**config.mk**
```make
export PLATFORM = sky130hd
export DESIGN_NAME = cddn_from_days
export DESIGN_NICKNAME = d
export VERILOG_FILES = /design/src/sv/cddn_pkg.sv /design/src/sv/cddn_from_days.sv
export SDC_FILE = /design/constraint.sdc
export NUM_CORES = 2
export LEC_CHECK = 0
export BUFFER_PORTS_ARGS = -buffer_cell sky130_fd_sc_hd__clkbuf_2
export CAP_MARGIN = 5
export CORE_ASPECT_RATIO = 0.7
export CORE_MARGIN = 10
export CORE_UTILIZATION = 40
export CTS_CLUSTER_DIAMETER = 100
export DETAILED_ROUTE_END_ITERATION = 10
export SYNTH_ARGS = -nofsm -noshare
export SYNTH_HDL_FRONTEND = slang
export SYNTH_SLANG_ARGS = --single-unit
```
**constraint.sdc**
```tcl
create_clock -name clk -period 19.24 [get_ports clk]
set_input_delay 0.962 -clock clk [delete_from_list [all_inputs] [get_ports clk]]
set_output_delay 0.962 -clock clk [all_outputs]
set_load 0.005 [all_outputs]
```
**src/sv/cddn_pkg.sv**
```systemverilog
// ----------------------------------------------------------------------------
// Civil date / day number package
// Shared types, calendar constants and reciprocal constants for the
// constant divisions of the date conversion pipeline.
// ----------------------------------------------------------------------------
package cddn_pkg;

	localparam int EPOCH_SHIFT  = 719468;
	localparam int DAYS_PER_ERA = 146097;
	localparam int DN_MIN       = -134774;
	localparam int DN_MAX       = 2932896;
	localparam int YEAR_MIN     = 1601;
	localparam int YEAR_MAX     = 9999;

	// Bias that makes the day number nonnegative while keeping it congruent to
	// the day number plus four modulo seven.
	localparam int WD_BIAS = 4 + 7 * ((-DN_MIN + 6) / 7);

	// Floor division by a constant D for x below 2**N is (x * M) >> SH with
	// M = 2**SH / D + 1, exact as long as 2**N * D <= 2**SH.
	localparam int DIV100_SH = 21;
	localparam logic [14:0] DIV100_M = 15'((64'd1 << DIV100_SH) / 64'd100 + 64'd1);
	localparam int DIV7_SH = 25;
	localparam logic [22:0] DIV7_M = 23'((64'd1 << DIV7_SH) / 64'd7 + 64'd1);
	localparam int ERA_SH = 40;
	localparam logic [22:0] ERA_M = 23'((64'd1 << ERA_SH) / 64'd146097 + 64'd1);
	localparam int DIV1460_SH = 29;
	localparam logic [18:0] DIV1460_M = 19'((64'd1 << DIV1460_SH) / 64'd1460 + 64'd1);
	localparam int DIV36524_SH = 34;
	localparam logic [18:0] DIV36524_M = 19'((64'd1 << DIV36524_SH) / 64'd36524 + 64'd1);
	localparam int DIV146096_SH = 36;
	localparam logic [18:0] DIV146096_M =
		19'((64'd1 << DIV146096_SH) / 64'd146096 + 64'd1);
	localparam int DIV365_SH = 27;
	localparam logic [18:0] DIV365_M = 19'((64'd1 << DIV365_SH) / 64'd365 + 64'd1);
	localparam int DIV153_SH = 19;
	localparam logic [11:0] DIV153_M = 12'((64'd1 << DIV153_SH) / 64'd153 + 64'd1);

	typedef struct packed {
		logic [13:0] year;
		logic [3:0]  month;
		logic [4:0]  day;
		logic [8:0]  ordinal;
	} date_t;

	// First day of each month within a year that starts on March 1.
	function automatic logic [8:0] march_offset(input logic [3:0] mp);
		logic [8:0] ofs;
		case (mp)
			4'd0: ofs = 9'd0;
			4'd1: ofs = 9'd31;
			4'd2: ofs = 9'd61;
			4'd3: ofs = 9'd92;
			4'd4: ofs = 9'd122;
			4'd5: ofs = 9'd153;
			4'd6: ofs = 9'd184;
			4'd7: ofs = 9'd214;
			4'd8: ofs = 9'd245;
			4'd9: ofs = 9'd275;
			4'd10: ofs = 9'd306;
			4'd11: ofs = 9'd337;
			default: ofs = 9'd0;
		endcase
		return ofs;
	endfunction

endpackage

```
**src/sv/cddn_from_days.sv**
```systemverilog
// ----------------------------------------------------------------------------
// Day number to civil date
// Ten-stage pipeline that splits a day number into 400-year era, year of
// era, day of year and month, and also gives the day's ordinal in its year.
// ----------------------------------------------------------------------------
module cddn_from_days (
	input  logic                 clk,
	input  logic signed [22:0]   z,
	output cddn_pkg::date_t      date
);

	logic signed [23:0] s_full;
	logic [21:0] s_s1, s_s2;
	logic [44:0] ep_s2;
	logic [4:0]  era_w;
	logic [4:0]  era_s3, era_s4, era_s5, era_s6, era_s7, era_s8, era_s9;
	logic [17:0] doe_s3, doe_s4, doe_s5, doe_s6, doe_s7;
	logic [36:0] p1_s4, p2_s4, p3_s4;
	logic [17:0] t_s5;
	logic [36:0] py_s6;
	logic [8:0]  yoe_w, yoe_s7, yoe_s8, yoe_s9;
	logic [23:0] ph_s7;
	logic [8:0]  doy_s8, doy_s9;
	logic [22:0] pm_s9;
	logic [3:0]  mp_w;
	logic        jan_feb;
	logic        leap;
	cddn_pkg::date_t date_w, date_s10;

	assign s_full = 24'(z) + 24'(cddn_pkg::EPOCH_SHIFT);
	assign era_w  = 5'(ep_s2 >> cddn_pkg::ERA_SH);
	assign yoe_w  = 9'(py_s6 >> cddn_pkg::DIV365_SH);
	assign mp_w   = 4'(pm_s9 >> cddn_pkg::DIV153_SH);
	assign jan_feb = (mp_w >= 4'd10);
	// Within an era the year of era carries the leap rule of the civil year
	// that holds the following months of March through December.
	assign leap = (yoe_s9[1:0] == 2'd0) && (yoe_s9 != 9'd100) && (yoe_s9 != 9'd200)
		&& (yoe_s9 != 9'd300);

	always_comb begin
		date_w.day   = 5'(doy_s9 - cddn_pkg::march_offset(mp_w) + 9'd1);
		date_w.month = jan_feb ? (mp_w - 4'd9) : (mp_w + 4'd3);
		date_w.year  = 14'(14'(era_s9) * 14'd400) + 14'(yoe_s9) + 14'(jan_feb);
		date_w.ordinal = jan_feb ? (doy_s9 - 9'd306) : (doy_s9 + 9'd59 + 9'(leap));
	end

	always_ff @(posedge clk) begin
		s_s1 <= s_full[21:0];

		ep_s2 <= 45'(s_s1) * 45'(cddn_pkg::ERA_M);
		s_s2  <= s_s1;

		era_s3 <= era_w;
		doe_s3 <= 18'(s_s2 - 22'(22'(era_w) * 22'(cddn_pkg::DAYS_PER_ERA)));

		p1_s4  <= 37'(doe_s3) * 37'(cddn_pkg::DIV1460_M);
		p2_s4  <= 37'(doe_s3) * 37'(cddn_pkg::DIV36524_M);
		p3_s4  <= 37'(doe_s3) * 37'(cddn_pkg::DIV146096_M);
		doe_s4 <= doe_s3;
		era_s4 <= era_s3;

		t_s5 <= doe_s4 - 18'(p1_s4 >> cddn_pkg::DIV1460_SH)
			+ 18'(p2_s4 >> cddn_pkg::DIV36524_SH)
			- 18'(p3_s4 >> cddn_pkg::DIV146096_SH);
		doe_s5 <= doe_s4;
		era_s5 <= era_s4;

		py_s6  <= 37'(t_s5) * 37'(cddn_pkg::DIV365_M);
		doe_s6 <= doe_s5;
		era_s6 <= era_s5;

		yoe_s7 <= yoe_w;
		ph_s7  <= 24'(yoe_w) * 24'(cddn_pkg::DIV100_M);
		doe_s7 <= doe_s6;
		era_s7 <= era_s6;

		doy_s8 <= 9'(doe_s7 - (18'(yoe_s7) * 18'd365 + 18'(yoe_s7 >> 2)
			- 18'(ph_s7 >> cddn_pkg::DIV100_SH)));
		yoe_s8 <= yoe_s7;
		era_s8 <= era_s7;

		pm_s9  <= (23'(doy_s8) * 23'd5 + 23'd2) * 23'(cddn_pkg::DIV153_M);
		doy_s9 <= doy_s8;
		yoe_s9 <= yoe_s8;
		era_s9 <= era_s8;

		date_s10 <= date_w;
	end

	assign date = date_s10;

endmodule

```
==> results by stage <==
Clocking:
- The clock latency of the later-clocked register in the worst-skew pair is ~550 ps.
- The number of clock buffers added by TritonCTS is 35.
- The TritonCTS clock tree is built.
- Post-CTS repair changed the size of 0 cells.
- The clock transition at the registers of the reported paths is 60 ps.
- The cell sitting at the root of the clock tree is a sky130_fd_sc_hd__clkbuf_16.
- After clock tree synthesis, the setup repair step added 0 buffers.
- The number of H-tree levels is 2.
- The maximum clock path buffer count is 3.
- For this design, the sink count on the clock tree is 270.
- The number of hold buffers added after cts is 0.

Timing:
- Setup repair after global routing left no endpoint under its margin.
- The number of max-slew violations in the final report is 0.
- For the finished layout, the period the worst path requires is 7765 ps.
- The count of endpoints failing hold in the final timing report is 0.
- The headroom to the max-slew limit is 24.65%.
- The maximum clock skew at final layout is 22.48 ps.
- Timing would allow up to 128.8 MHz.
- The final critical path takes up 40.36% of the cycle.
- The final count of negative-setup-slack endpoints is 0.
- The final worst-path setup slack is 11480 ps.
- The slew at the pin with the worst max-slew slack is 1124 ps.
- The final-layout setup total negative slack is 0 ps.

Setup path:
- The kind of end point of the critical path is a register.
- The data arrival time of the critical path is a little over 8000 ps.
- The worst setup path is launched from a register.
- The largest delay contributor family on the critical path is adder cells.
- For this run, the slowest stage of the critical path takes 900 ps.
- The number of cells on the critical path is 20.
- The maximum fanout along the worst path is 7.
- The flop-to-flop setup slack is 11480 ps.
- Together, buffers and inverters on the worst path number 6.
- The worst reg-to-reg path cell count is 20.
- The cell type of the slowest stage on the worst timing path is sky130_fd_sc_hd__a211oi_1.
- The critical path start-end classification is reg -> reg.
- Traced cell by cell, the critical path runs through inv_1 > fa_1 > inv_1 > fa_1 > inv_1 > fa_1 > fa_1 > inv_1 > fa_1 > fa_1 > inv_1 > fa_1 > inv_1 > ha_1 > and4_1 > o2111ai_1 > a211oi_1 > o21ai_1 > and4_1 > or4_1.
- The most repeated library cell on the critical path is sky130_fd_sc_hd__fa_1.
- Data on the critical path is required at its endpoint by 19650 ps.

Floorplanning:
- The number of rows in the core area is 95.
- The floorplan step set the die width to 393.4 µm.
- The die is roughly 280 µm tall.
- The region available for standard cell placement spans 96400 µm².
- The total I/O pin count is 56.
- Once the floorplan was initialized, standard cells occupied 40.50% of the core.
- The overall die area is ~110000 µm².

Hold path:
- The worst hold path stage count is 0.
- The path class of the lowest-slack min-delay path is reg -> reg.

Final layout:
- The library cells used most frequently in the layout, excluding fill and tap cells, are sky130_fd_sc_hd__inv_1 (1059), sky130_fd_sc_hd__ha_1 (931), sky130_fd_sc_hd__fa_1 (629), sky130_fd_sc_hd__dfxtp_1 (270), sky130_fd_sc_hd__a21oi_1 (104).
- The leading cell type in the layout, fill and taps excluded is sky130_fd_sc_hd__inv_1.
- The multi-input gate area in the final layout is a little under 30000 µm².
- The area overhead of the layout relative to synthesis is 8.326%.
- The number of standard cells in the final layout excluding fillers is 5150.
- The layout cell share with drive strength beyond 1 is roughly 4.0%.
- The number of filler cells placed in the layout is around 9000.
- The final layout contains 5400 nets.
- Summing all flip-flop and latch instances after layout gives 5405 µm².

Route:
- Using the TritonRoute via totals, the vias-per-cell ratio works out to 4.703.
- The first routing iteration left 1211 violations.
- The final routed wire length divided by cell count is 16.23 µm.
- Once detail routing completed, the nets flagged for antenna violations numbered 0.
- The wire length after detailed routing is 83590 µm.
- The detailed-route via count is approximately 24000.
- The remaining routing DRC violations is 0.
- Before antenna repair, the detailed router went through 5 iterations.

Yosys:
- The number of nets in the synthesized netlist is 5296.
- The share of the Yosys chip area taken by registers is 13.84%.
- The share of synthesized flip-flops with an asynchronous set or reset is 0%.
- Summed over its instances, the top area cell type makes up 32.25% of the synthesized netlist area.
- Among all flip-flop cells after synthesis, the most frequent one is sky130_fd_sc_hd__dfxtp_1.
- The post-synthesis sequential element count is 270.
- After technology mapping, the gate count stands at 3712.
- Dividing the synthesized area by the synthesized cell count gives 10.52 µm².
- The netlist uses 76 different library cells.
- The synthesized netlist occupies a cell area of 39040 µm².
- In the post-synthesis netlist, the biggest area contributors are sky130_fd_sc_hd__fa_1 (32%), sky130_fd_sc_hd__ha_1 (30%), sky130_fd_sc_hd__dfxtp_1 (14%).
- Yosys printed 0 warnings.
- The number of enable flip-flop cells after synthesis is 0.
- The synthesized design spends more area on one cell type than any other, namely sky130_fd_sc_hd__fa_1.

Place:
- Summed over all nets, the half-perimeter wirelength after detailed placement is approximately 73000 µm.
- Buffers placed on the I/O ports in this run total 54.
- OpenSTA, run right after detailed placement, puts the worst setup slack at 11620 ps.
- At the end of routability-driven placement, the weighted congestion stood at 0.8764.
- Including well taps, the total number of placed cells is 5088.

Global routing:
- Across every metal layer, demand over resource in global routing totals 15.78%.
- The number of antenna violations at the first check in global routing is 1.
- Entering global routing, the biggest net connects 18 pins.
- The via count of the first global-routing pass is roughly 26000.
- The first-pass GRT wire length is 140200 µm.
- For this run the aggregate overflow at the end of global routing stands at 0.

Status:
- The run finished with clean final reports.

Job:
- Max-cap violations in this run came to 0.
Yosys cell counts, types with 4 or more instances:
master                         n
sky130_fd_sc_hd__or3_1         7
sky130_fd_sc_hd__nor4_1        8
sky130_fd_sc_hd__and4_1        8
sky130_fd_sc_hd__nand3_1      38
sky130_fd_sc_hd__xor2_1       42
sky130_fd_sc_hd__nand4_1      22
sky130_fd_sc_hd__o311ai_0      4
sky130_fd_sc_hd__and3_1       12
sky130_fd_sc_hd__a21oi_1     104
sky130_fd_sc_hd__ha_1        931
sky130_fd_sc_hd__and2_1        4
sky130_fd_sc_hd__or2_2         4
sky130_fd_sc_hd__inv_1      1059
sky130_fd_sc_hd__o21ai_0      55
sky130_fd_sc_hd__mux2i_1       7
sky130_fd_sc_hd__clkbuf_1      4
sky130_fd_sc_hd__o21a_1       21
sky130_fd_sc_hd__fa_1        629
sky130_fd_sc_hd__nand2b_1      9
sky130_fd_sc_hd__a21boi_0      7
sky130_fd_sc_hd__nor2b_1      10
sky130_fd_sc_hd__o211ai_1      5
sky130_fd_sc_hd__a311oi_1      5
sky130_fd_sc_hd__or4_1         5
sky130_fd_sc_hd__nor2_1       74
sky130_fd_sc_hd__a211oi_1     10
sky130_fd_sc_hd__a31oi_1       8
sky130_fd_sc_hd__nor3_1       30
sky130_fd_sc_hd__o2111ai_1     5
sky130_fd_sc_hd__a21o_1       60
sky130_fd_sc_hd__o31ai_1       6
sky130_fd_sc_hd__a2111oi_0     7
sky130_fd_sc_hd__nand2_1      61
sky130_fd_sc_hd__xnor2_1     103
sky130_fd_sc_hd__dfxtp_1     270
sky130_fd_sc_hd__o21bai_1     14
per-layer routing:
metal,track usage [%],vias up,part of all wire (%),wire [µm]
li1,-,11940,-,-
met1,24.25,11720,53,44210
met2,21.93,489,38,31870
met3,4.045,78,7.4,6148
met4,3.032,0,1.6,1359
met5,0,-,0,0
worst paths after layout:
path / start / end
setup / recovery: s_s1[3] / ep_s2[44]
setup reg to reg: s_s1[3] / ep_s2[44]
hold reg to reg: doe_s5[4] / doe_s6[4]
hold / removal: doe_s5[4] / doe_s6[4]
kinds of logic after synthesis:
logic type	after synthesis	share of synthesized area, %
xor+xnor	148	3.410
compound gates	354	6.182
fa+ha+maj	1560	62.09
mux	10	0.2756
flops	270	13.84
buf+inv	1064	10.23
simple gates	306	3.974
registers in the layout (all words and copies together), names as in the netlist, 16 cells and up, named ones only:
signal / cells
s_s2: 18
doe_s3: 18
date: 32
doe_s4: 16
t_s5: 18
s_s1: 22
per-stage QoR:
stage                     util [%]  cell area, µm²  hold WS (ps)
after global placement       42.61           41070         309.7
final                        43.87           42290         317.3
after detailed placement     42.61           41070         312.1
after floorplan                  -           39040         309.6
after CTS                    43.87           42290         321.3
after global routing         43.87           42290         327.2
area by class of cell:
| type | count | area share (%) |
|---|---|---|
| inverter | 1059 | 9.399 |
| clock buffer | 40 | 2.213 |
| timing repair buffer | 72 | 0.9585 |
| antenna | 1 | 0.005917 |
| multi-input combinational | 2378 | 70.10 |
| clock inverter | 21 | 0.6686 |
| tap | 1309 | 3.872 |
| sequential | 270 | 12.78 |
Power is left out: the tool's default activity adds up to more than one toggle a clock period on the data nets, which glitch-free logic cannot reach.
